<file path="config.mk">
export PLATFORM = sky130hd
export DESIGN_NAME = relay_pid_autotune_flat
export DESIGN_NICKNAME = d
export VERILOG_FILES = /design/src/rtl/rpa_pkg.sv /design/src/rtl/rpa_if.sv /design/src/rtl/rpa_div.sv /design/src/rtl/rpa_dp.sv /design/src/rtl/rpa_ctrl.sv /design/src/rtl/relay_pid_autotune.sv /design/src/flat_wrapper.sv
export SDC_FILE = /design/constraint.sdc
export NUM_CORES = 2
export LEC_CHECK = 0
export ABC_CLOCK_PERIOD_IN_PS = 10150
export BUFFER_PORTS_ARGS = -buffer_cell sky130_fd_sc_hd__buf_2
export CAP_MARGIN = 0
export CORE_ASPECT_RATIO = 0.7
export CORE_MARGIN = 1
export CORE_UTILIZATION = 64
export CTS_CLUSTER_SIZE = 40
export DETAILED_ROUTE_END_ITERATION = 8
export HOLD_SLACK_MARGIN = 0.12
export PLACE_DENSITY = 0.82
export SYNTH_ARGS = -nofsm -noshare
export SYNTH_HDL_FRONTEND = slang
export SYNTH_SLANG_ARGS = --single-unit
</file>
<file path="constraint.sdc">
create_clock -name clk -period 10.15 [get_ports clk]
set_input_delay 1.015 -clock clk [delete_from_list [all_inputs] [get_ports clk]]
set_output_delay 1.015 -clock clk [all_outputs]
set_load 0.005 [all_outputs]
</file>
<file path="src/rtl/rpa_pkg.sv">
// ----------------------------------------------------------------------------
// rpa_pkg
// Types, constants and codes shared by the relay autotuner modules.
// ----------------------------------------------------------------------------
package rpa_pkg;

  localparam int TEMP_FRAC_BITS = 4;
  localparam int TEMP_W  = 15;
  localparam int PF_W    = 8 + TEMP_FRAC_BITS;
  localparam int FRAC_W  = 16;
  localparam int NUM_W   = 6 + PF_W + 32 + FRAC_W;
  localparam int DEN_W   = 34;
  localparam int CNT_W   = $clog2(NUM_W + 1);

  localparam logic [TEMP_W-1:0] TEMP_MAX = 15'd16383;
  localparam logic [18:0] PI_NUM = 19'd314159;
  localparam logic [18:0] K_P    = 19'd480000;
  localparam logic [29:0] K_I    = 30'd960000000;
  localparam logic [5:0]  K_D    = 6'd60;

  typedef enum logic [1:0] {
    REG_OUTPUT_HIGH   = 2'd0,
    REG_OUTPUT_LOW    = 2'd1,
    REG_CYCLES_NEEDED = 2'd2,
    REG_HYSTERESIS    = 2'd3
  } reg_idx_t;

  typedef enum logic [2:0] {
    S_IDLE, S_EVAL, S_MUL, S_DSTART, S_DWAIT, S_EMIT
  } state_t;

  typedef enum logic [1:0] {
    OP_P, OP_Q1, OP_I, OP_D
  } div_op_t;

  typedef struct packed {
    logic    load_in;
    logic    eval;
    logic    mul;
    logic    div_go;
    logic    div_store;
    logic    emit;
    div_op_t op;
  } cmd_t;

  typedef struct packed {
    logic finish;
    logic div_done;
  } status_t;

  typedef struct packed {
    logic               cmd;
    logic [TEMP_W-1:0]  current_temp;
    logic [TEMP_W-1:0]  target_temp;
    logic [31:0]        now_ms;
  } in_t;

  typedef struct packed {
    logic [7:0]  heater_power;
    logic        heater_update;
    logic        busy_res;
    logic        done_res;
    logic        aborted;
    logic [31:0] gain_p;
    logic [31:0] gain_i;
    logic [31:0] gain_d;
  } res_t;

endpackage

</file>
<file path="src/rtl/rpa_if.sv">
// ----------------------------------------------------------------------------
// rpa_if
// Handshake channels for autotuner input and result items.
// ----------------------------------------------------------------------------
interface rpa_in_if import rpa_pkg::*; ();
  logic              valid;
  logic              ready;
  logic              cmd;
  logic [TEMP_W-1:0] current_temp;
  logic [TEMP_W-1:0] target_temp;
  logic [31:0]       now_ms;
  modport source (output valid, cmd, current_temp, target_temp, now_ms, input ready);
  modport sink   (input valid, cmd, current_temp, target_temp, now_ms, output ready);
endinterface

interface rpa_out_if ();
  logic        valid;
  logic        ready;
  logic [7:0]  heater_power;
  logic        heater_update;
  logic        busy_res;
  logic        done_res;
  logic        aborted;
  logic [31:0] gain_p;
  logic [31:0] gain_i;
  logic [31:0] gain_d;
  modport source (output valid, heater_power, heater_update, busy_res, done_res, aborted,
                  gain_p, gain_i, gain_d, input ready);
  modport sink   (input valid, heater_power, heater_update, busy_res, done_res, aborted,
                  gain_p, gain_i, gain_d, output ready);
endinterface

</file>
<file path="src/rtl/rpa_div.sv">
// ----------------------------------------------------------------------------
// rpa_div
// Restoring divider, one quotient bit per cycle, MSB first.
// ----------------------------------------------------------------------------
module rpa_div import rpa_pkg::*; (
  input  logic             clk,
  input  logic             rst,
  input  logic             start,
  input  logic [NUM_W-1:0] num,
  input  logic [DEN_W-1:0] den,
  output logic             done,
  output logic [NUM_W-1:0] quo
);

  logic [NUM_W-1:0] sh;
  logic [DEN_W-1:0] rem;
  logic [DEN_W-1:0] dv;
  logic [CNT_W-1:0] cnt;
  logic [DEN_W:0]   trial;
  logic             fits;

  assign trial = {rem, sh[NUM_W-1]};
  assign fits  = trial >= {1'b0, dv};

  always_ff @(posedge clk) begin
    if (rst) begin
      cnt  <= '0;
      done <= 1'b0;
    end else begin
      done <= 1'b0;
      if (start) begin
        cnt <= CNT_W'(NUM_W);
      end else if (cnt != '0) begin
        cnt <= cnt - CNT_W'(1);
        if (cnt == CNT_W'(1)) done <= 1'b1;
      end
    end
  end

  always_ff @(posedge clk) begin
    if (start) begin
      sh  <= num;
      dv  <= den;
      rem <= '0;
      quo <= '0;
    end else if (cnt != '0) begin
      sh  <= {sh[NUM_W-2:0], 1'b0};
      rem <= fits ? DEN_W'(trial - {1'b0, dv}) : trial[DEN_W-1:0];
      quo <= {quo[NUM_W-2:0], fits};
    end
  end

endmodule

</file>
<file path="src/rtl/rpa_dp.sv">
// ----------------------------------------------------------------------------
// rpa_dp
// Datapath: configuration, tuner state, relay decision and gain arithmetic.
// ----------------------------------------------------------------------------
module rpa_dp import rpa_pkg::*; (
  input  logic       clk,
  input  logic       rst,
  input  logic       cfg_we,
  input  reg_idx_t   cfg_index,
  input  logic [9:0] cfg_data,
  input  in_t        in_item,
  input  cmd_t       cmd,
  output status_t    status,
  output res_t       res
);

  logic [7:0] output_high, output_low, cycles_needed;
  logic [9:0] hysteresis;

  in_t                      item;
  logic                     active, heating;
  logic signed [TEMP_W-1:0] peak_high, peak_low;
  logic [7:0]               cycle_count;
  logic [31:0]              last_switch_ms;

  res_t stage;
  res_t eval_res;

  logic [PF_W-1:0]   pf;
  logic [TEMP_W-1:0] swing;
  logic [31:0]       period;
  logic [DEN_W-1:0]  den;
  logic [NUM_W-1:0]  num_p, num_i, num_d, q1;

  logic signed [TEMP_W-1:0] cur, tgt, ph_n, pl_n;
  logic signed [16:0]       hi_th, lo_th;
  logic signed [15:0]       diff;
  logic [7:0]               cc_n;
  logic [7:0]               p_n;
  logic                     tgt_bad, go_low, go_high;

  logic [NUM_W-1:0] dnum;
  logic [DEN_W-1:0] dden;
  logic             ddone;
  logic [NUM_W-1:0] dquo;
  logic [31:0]      qsat;

  assign cur     = $signed(item.current_temp);
  assign tgt     = $signed(item.target_temp);
  assign tgt_bad = tgt[TEMP_W-1] || (tgt == '0);
  assign ph_n    = (cur > peak_high) ? cur : peak_high;
  assign pl_n    = (cur < peak_low) ? cur : peak_low;
  assign hi_th   = 17'(tgt) + $signed({7'b0, hysteresis});
  assign lo_th   = 17'(tgt) - $signed({7'b0, hysteresis});
  assign go_low  = heating && (17'(cur) > hi_th);
  assign go_high = !heating && (17'(cur) < lo_th);
  assign cc_n    = cycle_count + 8'd1;
  assign diff    = 16'(ph_n) - 16'(pl_n);
  assign p_n     = (output_high > output_low) ? output_high - output_low : 8'd0;

  assign status.finish   = !item.cmd && active && !tgt_bad && go_low && (cc_n >= cycles_needed);
  assign status.div_done = ddone;

  always_ff @(posedge clk) begin
    if (rst) begin
      output_high   <= 8'd200;
      output_low    <= 8'd0;
      cycles_needed <= 8'd5;
      hysteresis    <= 10'd32;
    end else if (cfg_we) begin
      case (cfg_index)
        REG_OUTPUT_HIGH:   output_high   <= cfg_data[7:0];
        REG_OUTPUT_LOW:    output_low    <= cfg_data[7:0];
        REG_CYCLES_NEEDED: cycles_needed <= cfg_data[7:0];
        REG_HYSTERESIS:    hysteresis    <= cfg_data;
        default: ;
      endcase
    end
  end

  always_ff @(posedge clk) begin
    if (cmd.load_in) item <= in_item;
  end

  always_ff @(posedge clk) begin
    if (rst) begin
      active         <= 1'b0;
      heating        <= 1'b1;
      peak_high      <= '0;
      peak_low       <= TEMP_MAX;
      cycle_count    <= '0;
      last_switch_ms <= '0;
    end else if (cmd.eval) begin
      if (item.cmd) begin
        active         <= 1'b1;
        heating        <= 1'b1;
        cycle_count    <= '0;
        peak_high      <= '0;
        peak_low       <= TEMP_MAX;
        last_switch_ms <= item.now_ms;
      end else if (active) begin
        if (tgt_bad) begin
          active <= 1'b0;
        end else begin
          if (go_low && !status.finish) begin
            peak_high <= '0;
            peak_low  <= TEMP_MAX;
          end else begin
            peak_high <= ph_n;
            peak_low  <= pl_n;
          end
          if (go_low) begin
            heating        <= 1'b0;
            cycle_count    <= cc_n;
            last_switch_ms <= item.now_ms;
            if (status.finish) active <= 1'b0;
          end else if (go_high) begin
            heating <= 1'b1;
          end
        end
      end
    end
  end

  always_comb begin
    eval_res = '0;
    if (item.cmd) begin
      eval_res.heater_power  = output_high;
      eval_res.heater_update = 1'b1;
      eval_res.busy_res      = 1'b1;
    end else if (active) begin
      if (tgt_bad) begin
        eval_res.aborted = 1'b1;
      end else if (go_low) begin
        eval_res.heater_power  = output_low;
        eval_res.heater_update = 1'b1;
        eval_res.busy_res      = !status.finish;
        eval_res.done_res      = status.finish;
      end else begin
        eval_res.busy_res = 1'b1;
        if (go_high) begin
          eval_res.heater_power  = output_high;
          eval_res.heater_update = 1'b1;
        end
      end
    end
  end

  always_ff @(posedge clk) begin
    if (cmd.eval) begin
      stage       <= eval_res;
      swing       <= diff[TEMP_W-1:0];
      period      <= item.now_ms - last_switch_ms;
      pf          <= PF_W'(p_n) << TEMP_FRAC_BITS;
    end else if (cmd.div_store && ddone) begin
      case (cmd.op)
        OP_P:    stage.gain_p <= qsat;
        OP_Q1:   q1 <= dquo;
        OP_I:    stage.gain_i <= qsat;
        OP_D:    stage.gain_d <= qsat;
        default: ;
      endcase
    end
  end

  always_ff @(posedge clk) begin
    if (cmd.mul) begin
      den   <= DEN_W'(DEN_W'(PI_NUM) * DEN_W'(swing));
      num_p <= NUM_W'(NUM_W'(K_P) * NUM_W'(pf)) << FRAC_W;
      num_i <= NUM_W'(NUM_W'(K_I) * NUM_W'(pf)) << FRAC_W;
      num_d <= NUM_W'(NUM_W'(K_D) * NUM_W'(pf) * NUM_W'(period)) << FRAC_W;
    end
  end

  always_comb begin
    case (cmd.op)
      OP_P:    begin dnum = num_p; dden = den; end
      OP_Q1:   begin dnum = num_i; dden = den; end
      OP_I:    begin dnum = q1;    dden = DEN_W'(period); end
      OP_D:    begin dnum = num_d; dden = den; end
      default: begin dnum = num_p; dden = den; end
    endcase
  end

  assign qsat = (dquo[NUM_W-1:32] != '0) ? 32'hFFFF_FFFF : dquo[31:0];

  rpa_div u_div (
    .clk   (clk),
    .rst   (rst),
    .start (cmd.div_go),
    .num   (dnum),
    .den   (dden),
    .done  (ddone),
    .quo   (dquo)
  );

  always_ff @(posedge clk) begin
    if (cmd.emit) res <= stage;
  end

endmodule

</file>
<file path="src/rtl/rpa_ctrl.sv">
// ----------------------------------------------------------------------------
// rpa_ctrl
// Controller: item sequencing, gain division order and output handshake.
// ----------------------------------------------------------------------------
module rpa_ctrl import rpa_pkg::*; (
  input  logic    clk,
  input  logic    rst,
  input  logic    in_valid,
  output logic    in_ready,
  output logic    out_valid,
  input  logic    out_ready,
  input  status_t status,
  output cmd_t    cmd
);

  state_t  state, state_next;
  div_op_t op, op_next;
  logic    emit_ok;

  assign emit_ok = !out_valid || out_ready;

  always_ff @(posedge clk) begin
    if (rst) begin
      state     <= S_IDLE;
      op        <= OP_P;
      out_valid <= 1'b0;
    end else begin
      state <= state_next;
      op    <= op_next;
      if (cmd.emit)      out_valid <= 1'b1;
      else if (out_ready) out_valid <= 1'b0;
    end
  end

  always_comb begin
    state_next = state;
    op_next    = op;
    cmd        = '0;
    cmd.op     = op;
    in_ready   = 1'b0;
    case (state)
      S_IDLE: begin
        in_ready    = 1'b1;
        cmd.load_in = in_valid;
        if (in_valid) state_next = S_EVAL;
      end
      S_EVAL: begin
        cmd.eval   = 1'b1;
        state_next = status.finish ? S_MUL : S_EMIT;
      end
      S_MUL: begin
        cmd.mul    = 1'b1;
        op_next    = OP_P;
        state_next = S_DSTART;
      end
      S_DSTART: begin
        cmd.div_go = 1'b1;
        state_next = S_DWAIT;
      end
      S_DWAIT: begin
        cmd.div_store = 1'b1;
        if (status.div_done) begin
          case (op)
            OP_P:    op_next = OP_Q1;
            OP_Q1:   op_next = OP_I;
            OP_I:    op_next = OP_D;
            default: op_next = OP_P;
          endcase
          state_next = (op == OP_D) ? S_EMIT : S_DSTART;
        end
      end
      S_EMIT: begin
        cmd.emit = emit_ok;
        if (emit_ok) state_next = S_IDLE;
      end
      default: state_next = S_IDLE;
    endcase
  end

endmodule

</file>
<file path="src/rtl/relay_pid_autotune.sv">
// ----------------------------------------------------------------------------
// relay_pid_autotune
// Relay autotuner for a heater with Ziegler-Nichols PID gain output.
// ----------------------------------------------------------------------------
// Each input item yields one result item. An accepted item is registered,
// evaluated in S_EVAL into the stage register, and copied to the output
// register in S_EMIT; no new item is taken until then. The sample item that
// ends the tuning also passes through S_MUL and the divisions: the gains come
// from four 66-bit divisions through one shared restoring divider at one
// quotient bit per cycle. The next item is accepted while a result waits in
// the output register. Gains are unsigned Q16.16 and saturate at all ones.
module relay_pid_autotune import rpa_pkg::*; (
  input  logic       clk,
  input  logic       rst,
  input  logic       cfg_we,
  input  logic [1:0] cfg_index,
  input  logic [9:0] cfg_data,
  rpa_in_if.sink     in_ch,
  rpa_out_if.source  out_ch
);

  in_t     in_item;
  res_t    res;
  cmd_t    cmd;
  status_t status;

  assign in_item.cmd          = in_ch.cmd;
  assign in_item.current_temp = in_ch.current_temp;
  assign in_item.target_temp  = in_ch.target_temp;
  assign in_item.now_ms       = in_ch.now_ms;

  rpa_ctrl u_ctrl (
    .clk       (clk),
    .rst       (rst),
    .in_valid  (in_ch.valid),
    .in_ready  (in_ch.ready),
    .out_valid (out_ch.valid),
    .out_ready (out_ch.ready),
    .status    (status),
    .cmd       (cmd)
  );

  rpa_dp u_dp (
    .clk       (clk),
    .rst       (rst),
    .cfg_we    (cfg_we),
    .cfg_index (reg_idx_t'(cfg_index)),
    .cfg_data  (cfg_data),
    .in_item   (in_item),
    .cmd       (cmd),
    .status    (status),
    .res       (res)
  );

  assign out_ch.heater_power  = res.heater_power;
  assign out_ch.heater_update = res.heater_update;
  assign out_ch.busy_res      = res.busy_res;
  assign out_ch.done_res      = res.done_res;
  assign out_ch.aborted       = res.aborted;
  assign out_ch.gain_p        = res.gain_p;
  assign out_ch.gain_i        = res.gain_i;
  assign out_ch.gain_d        = res.gain_d;

endmodule
</file>
<file path="src/flat_wrapper.sv">
// flat-port wrapper written by rule: the top's interface ports become plain ports
module relay_pid_autotune_flat import rpa_pkg::*;
  (clk, rst, cfg_we, cfg_index, cfg_data, in_ch_valid, in_ch_cmd, in_ch_current_temp, in_ch_target_temp, in_ch_now_ms, in_ch_ready, out_ch_valid, out_ch_heater_power, out_ch_heater_update, out_ch_busy_res, out_ch_done_res, out_ch_aborted, out_ch_gain_p, out_ch_gain_i, out_ch_gain_d, out_ch_ready);
  rpa_in_if in_ch_i ();
  rpa_out_if out_ch_i ();
  input  logic clk;
  input  logic rst;
  input  logic cfg_we;
  input  logic [1:0] cfg_index;
  input  logic [9:0] cfg_data;
  input wire logic [$bits(in_ch_i.valid)-1:0] in_ch_valid;
  input wire logic [$bits(in_ch_i.cmd)-1:0] in_ch_cmd;
  input wire logic [$bits(in_ch_i.current_temp)-1:0] in_ch_current_temp;
  input wire logic [$bits(in_ch_i.target_temp)-1:0] in_ch_target_temp;
  input wire logic [$bits(in_ch_i.now_ms)-1:0] in_ch_now_ms;
  output wire logic [$bits(in_ch_i.ready)-1:0] in_ch_ready;
  output wire logic [$bits(out_ch_i.valid)-1:0] out_ch_valid;
  output wire logic [$bits(out_ch_i.heater_power)-1:0] out_ch_heater_power;
  output wire logic [$bits(out_ch_i.heater_update)-1:0] out_ch_heater_update;
  output wire logic [$bits(out_ch_i.busy_res)-1:0] out_ch_busy_res;
  output wire logic [$bits(out_ch_i.done_res)-1:0] out_ch_done_res;
  output wire logic [$bits(out_ch_i.aborted)-1:0] out_ch_aborted;
  output wire logic [$bits(out_ch_i.gain_p)-1:0] out_ch_gain_p;
  output wire logic [$bits(out_ch_i.gain_i)-1:0] out_ch_gain_i;
  output wire logic [$bits(out_ch_i.gain_d)-1:0] out_ch_gain_d;
  input wire logic [$bits(out_ch_i.ready)-1:0] out_ch_ready;
  assign in_ch_i.valid = in_ch_valid;
  assign in_ch_i.cmd = in_ch_cmd;
  assign in_ch_i.current_temp = in_ch_current_temp;
  assign in_ch_i.target_temp = in_ch_target_temp;
  assign in_ch_i.now_ms = in_ch_now_ms;
  assign in_ch_ready = in_ch_i.ready;
  assign out_ch_valid = out_ch_i.valid;
  assign out_ch_heater_power = out_ch_i.heater_power;
  assign out_ch_heater_update = out_ch_i.heater_update;
  assign out_ch_busy_res = out_ch_i.busy_res;
  assign out_ch_done_res = out_ch_i.done_res;
  assign out_ch_aborted = out_ch_i.aborted;
  assign out_ch_gain_p = out_ch_i.gain_p;
  assign out_ch_gain_i = out_ch_i.gain_i;
  assign out_ch_gain_d = out_ch_i.gain_d;
  assign out_ch_i.ready = out_ch_ready;
  relay_pid_autotune u_core (.clk(clk), .rst(rst), .cfg_we(cfg_we), .cfg_index(cfg_index), .cfg_data(cfg_data), .in_ch(in_ch_i), .out_ch(out_ch_i));
endmodule
</file>
=== Yosys cells after proc, flatten, opt, wreduce, memory -nomap -nowiden ===
Cells that the tools add are included.

* Register bits after elaboration: 843
* Bits in latches: 0
* Memory bits (writable): 0
* ROM bits: 0
* Input port bits: 80
* Word-level logic and storage cells: 195
* Memories: 0

* Add/sub/neg operators: 8
* Multipliers: 5
* Div/mod/pow operators: 0
* $lt $le $gt $ge: 7
* Eq/ne operators: 16
* Shift-type cells: 0
* Multiplexer cells: 62
* Bitwise logic cells: 4
* Reductions and logical operators: 45

{| class="wikitable"
|+ Operators by type and width
! operator !! count
|-
| $pmux 66 s4 || 1
|-
| $mux 32 || 5
|-
| $mux 15 || 10
|-
| $mux 66 || 2
|-
| $pmux 34 s2 || 1
|-
| $mul 12x32->44 || 1
|-
| $ge 35x34->1 || 1
|-
| $mul 19x15->34 const A || 1
|-
| $mux 34 || 1
|-
| $reduce_bool 34->1 || 1
|-
| $sub 34x34->34 || 1
|-
| $mux 8 || 4
|-
| $sub 32x32->32 || 1
|-
| $mul 18x8->26 const A || 1
|-
| $mux 1 || 22
|-
| $mux 10 || 2
|-
| $mul 11x8->19 const A || 1
|-
| $pmux 3 s6 || 1
|-
| $add 15x11->16 || 1
|-
| $gt 15x16->1 || 1
|-
| $lt 15x16->1 || 1
|-
| $reduce_and 2->1 || 8
|-
| $sub 15x11->16 || 1
|-
| $gt 15x15->1 || 1
|-
| 38 further kinds || 77
|}

=== Depth between registers and ports, before layout ===
* Depth after elaboration: 12
* Mapped depth: 35

=== Modules after synthesis ===
A second synthesis with hierarchy kept.

* Cell total of the unflattened synthesis: 5704
* Area total of the unflattened synthesis: 58702.6 um^2

{| class="wikitable"
|+ Modules (own cells, without submodules)
! module !! times used !! cells each !! area each (um^2)
|-
| rpa_dp || 1 || 4659 || 48370.1
|-
| rpa_div || 1 || 991 || 9841.9
|-
| rpa_ctrl || 1 || 54 || 490.5
|}

=== Worst setup path after synthesis ===
OpenSTA, ideal clock, no wires.

* Path kind: register to register
* Start: reg u_core.u_dp.pf[4]
* End: reg u_core.u_dp.num_d[62], data pin
* Setup time: 262 ps
* Arrival: 8191 ps
* Data required time: 9888 ps
* Path slack: 1697 ps
* Stages on the path, launching flop included: 33
* Path buffers: 1
* Cell sequence: edfxtp_1 > fa_1 > inv_1 > fa_1 > inv_1 > ha_1 > a21o_1 > a21oi_1 > o21bai_1 > a21oi_1 > o21bai_1 > a21oi_1 > o21bai_1 > a21oi_1 > xnor2_1 > clkbuf_1 > and2_1 > fa_1 > fa_1 > fa_1 > fa_1 > inv_1 > fa_1 > inv_1 > ha_1 > a21o_1 > a21o_1 > a221oi_1 > o221ai_1 > a41o_1 > nor2_1 > o21bai_1 > xor2_1

* Word-level cells in the longest chain between the ends: 2

{| class="wikitable"
|+ Ends and longest elaborated chain
! item !! line !! RTL
|-
| start, declared || rpa_dp.sv:29 || <nowiki>logic [PF_W-1:0] pf;</nowiki>
|-
| start signal, assigned || rpa_dp.sv:154 || <nowiki>pf <= PF_W'(p_n) << TEMP_FRAC_BITS;</nowiki>
|-
| $mul 4x8->12 || rpa_dp.sv:171 || <nowiki>num_d <= NUM_W'(NUM_W'(K_D) * NUM_W'(pf) * NUM_W'(period)) << FRAC_W;</nowiki>
|-
| $mul 12x32->44 || rpa_dp.sv:171 ||
|-
| end signal, assigned || rpa_dp.sv:171 ||
|-
| end, declared || rpa_dp.sv:33 || <nowiki>logic [NUM_W-1:0] num_p, num_i, num_d, q1;</nowiki>
|}

Every way passes these cells.
A chain may end at the register's enable or synchronous reset.

=== Worst setup path after layout ===
* Start: reg u_core.u_dp.pf[5]
* End: reg u_core.u_dp.num_d[62], data pin

Same word-level chain as after synthesis.

==> impl_metrics.toml <==
[synthesis]
syn_nets = 6701
yosys_register_bits = 841
syn_area_per_cell_um2 = 10.1
ys_types = 83
synth_largest_area_cell = "edfxtp_1"
synth_area_leaders = "edfxtp_1 (27%), fa_1 (16%), ha_1 (11%), dfxtp_1 (11%), inv_1 (5.1%)"
synth_top_area_share_pct = 27.5
netlist_area_um2 = 57400
ys.flop_type = "edfxtp_1"
synth_cells = 5658
yosys_warnings = 0
synth_edf_count = 525
async_flop_share_pct = 0
seq_area_frac_synth_pct = 38.5

[clock_network]
clk_pin_slew_worst_paths_ns = 0.07
root_buffer = "clkbuf_16"
clk_latency_ns = 0.71
clockBufferDepth = 3
clock_sinks = 841
htree_levels = 3
post-cts-setup-buffer-count = 0
cts_tree = "yes"
cts_buffers = 79

[hold_path]
hp-class = "reg -> reg"

[routing]
viasPerCell = 5.94
wire_per_inst_um = 19.8
ant_nets = 0
dr_total_vias = 41400
drt_iter0_markers = 3949
first_pass_iters = 9
drc = 0
wl_mm = 138

[status]
status = "finished, final reports clean"

[floorplan]
dieHeight_um = 252
coreArea_um2 = 88400
die_w_um = 360
ios = 190
die_area_um2 = 90800
num_rows = 91
start_util_pct = 64.9

[timing]
slew_headroom_pct = 19.3
fmax_ghz = 0.105
period_needed_ns = 9.48
maxSlewViolCount = 0
period_share_pct = 93.4
worst_slew_pin_slew_ns = 1.20
fin_ws_ns = 0.666
finalSetupViolCount = 0
holdWs_ns = 0.414
setup_tns_ns = 0
clock_skew_ns = 0.0596
rsz0062_at_grt = "false"
finalHoldViolCount = 0

[grt]
grt_pass1_vias = 41400
globalRoute.totalOverflow = 0
grt_pass1_wl_mm = 220
globalRouteTotalUtil_pct = 30.5
grt_antenna_before_repair = 4
grt_start_max_net_pins = 85

[setup_path]
slowest_delay_ns = 0.84
crit_slowest_cell = "xnor2_2"
cp.arrival_ns = 9.92
path_class = "reg -> reg"
worst_path_most_repeated_cell = "fa_1"
crit_fanout = 22
critPathRequiredTime_ns = 10.59
critPathCaptureType = "flip-flop"
start_kind = "flip-flop"

[placement]
hpwl_mm = 100
dpl_worst_slack_ns = 0.468
place_congestion = 0.944
io_buffers = 189

[final_layout]
nFillCells = 6327
nets = 6778
drive_gt1_share_pct = 7.89
area_growth_pct = 8.37
utilization_pct = 70.3

[job]
maxCapViolations = 0
## sequential cells by signal, summed over array words and instances (netlist names), 10 cells and up
signal,count
u_core.u_dp.u_div.sh,66
u_core.u_dp.num_p,17
u_core.u_dp.swing,15
u_core.u_dp.num_i,26
u_core.u_dp.peak_low,15
u_core.u_dp.u_div.dv,34
u_core.u_dp.item,33
u_core.u_dp.peak_high,15
u_core.u_dp.cur,15
u_core.u_dp.u_div.quo,66
u_core.u_dp.stage,108
u_core.u_dp.hysteresis,10
u_core.u_dp.res,108
u_core.u_dp.last_switch_ms,32
u_core.u_dp.den,34
u_core.u_dp.u_div.rem,34
u_core.u_dp.tgt,15
u_core.u_dp.q1,66
u_core.u_dp.num_d,44
u_core.u_dp.period,32
## layer usage
| metal | vias up | track usage, % | wire, um |
|---|---|---|---|
| li1 | 19200 | - | - |
| met1 | 20300 | 42.5 | 58700 |
| met2 | 1732 | 48.9 | 63700 |
| met3 | 232 | 6.37 | 12000 |
| met4 | 4 | 8.22 | 3180 |
| met5 | - | 0 | 30 |
## final timing paths
path	start	to	slack, ns	cells past startpoint
setup reg to reg	u_core.u_dp.pf[5]$_SDFFCE_PP0N_	u_core.u_dp.num_d[62]$_DFFE_PP_	0.67	32
hold / removal	u_core.u_dp.stage[107]$_DFFE_PN_	u_core.u_dp.res[107]$_DFFE_PP_	0.41	0
setup / recovery	u_core.u_dp.pf[5]$_SDFFCE_PP0N_	u_core.u_dp.num_d[62]$_DFFE_PP_	0.67	32
hold reg to reg	u_core.u_dp.stage[107]$_DFFE_PN_	u_core.u_dp.res[107]$_DFFE_PP_	0.41	0
## final cells by class
| class | instances | area (um2) | area share (%) |
|---|---|---|---|
| inverters | 781 | 2940 | 4.73 |
| multi-input cells | 3799 | 31600 | 50.9 |
| clock buffers | 113 | 2310 | 3.71 |
| flip-flops and latches | 841 | 22100 | 35.5 |
| diodes | 2 | 5.00 | 0.00805 |
| well taps | 1162 | 1450 | 2.34 |
| clock inverters | 35 | 469 | 0.755 |
| repair buffers | 233 | 1280 | 2.06 |
## kinds of logic (layout without fill, tap and decap cells)
kind of cell	Yosys count	after routing	synth area share, %
muxes	70	70	1.32
buffers and inverters	1018	1162	6.68
AOI/OAI and AO/OA	1045	1045	11.7
and+or+nand+nor	1518	1518	11.7
other	0	2	0
adders and majority gates	963	963	26.9
xor gates and xnor gates	203	203	3.10
DFF	841	841	38.5
## cells in the final DEF (no fill, tap or decap), types with 14 or more instances in the layout
master and n:
clkbuf_16 82, o21ai_0 133, nand3_1 70, a222oi_1 26, clkbuf_8 14, buf_4 45, nor4_1 18, mux2_2 46
and3_1 22, o21a_1 37, o21ai_1 25, nand2b_1 47, fa_1 452, nand4_1 29, o22a_1 14, xor2_1 54
a21o_1 86, mux2i_1 23, nor3_1 49, dfxtp_1 316, xnor2_1 141, o31ai_1 27, ha_1 508, nand2_1 725
and2_1 121, nor2b_1 43, o21bai_1 31, inv_1 777, edfxtp_1 525, nor2_1 334, clkbuf_1 17, buf_2 188
a22oi_1 19, a211oi_1 113, a21oi_1 390
## per-stage QoR
step | instance area [um2] | std cells
floorplan | 57400 | 5658
global placement | 59400 | 6816
detailed placement | 59400 | 6816
CTS | 62100 | 6964
global route | 62200 | 6965
finish | 62200 | 6966
## timing repair
item,CTS,global route
endpoints found under the setup margin,0,11
gates resized for setup,0,3
hold buffers,0,0
## synth_stat cells, types with 12 or more instances
master and instances:
inv_1 779, nand2_1 727, edfxtp_1 525, ha_1 511, fa_1 452, a21oi_1 392, nor2_1 337, dfxtp_1 316
clkbuf_1 214, xnor2_1 148, o21ai_0 133, and2_1 126, a211oi_1 113, a21o_1 86, nand3_1 70, xor2_1 55
nor3_1 50, nand2b_1 47, mux2_2 46, nor2b_1 43, o21a_1 37, o21bai_1 31, nand4_1 29, o31ai_1 27
a222oi_1 26, o21ai_1 25, mux2i_1 23, and3_1 22, a22oi_1 19, nor4_1 18, buf_1 15, o22a_1 14
a31oi_1 13, a211o_1 12, a22o_1 12, a41oi_1 12, or3_1 12
## critical path, delay by kind of cell, from the launching register on
family | cells | cell delay [ns]
buffers and inverters | 4 | 0.42
AO/OA/AOI/OAI | 14 | 2.28
AND/OR/NAND/NOR | 3 | 0.72
adder cells (fa/ha/maj) | 9 | 4.15
XOR/XNOR | 2 | 0.99
flip-flops | 1 | 0.61
Power is left out: the tool's default activity adds up to more than one toggle a clock period on the data nets, which glitch-free logic cannot reach.
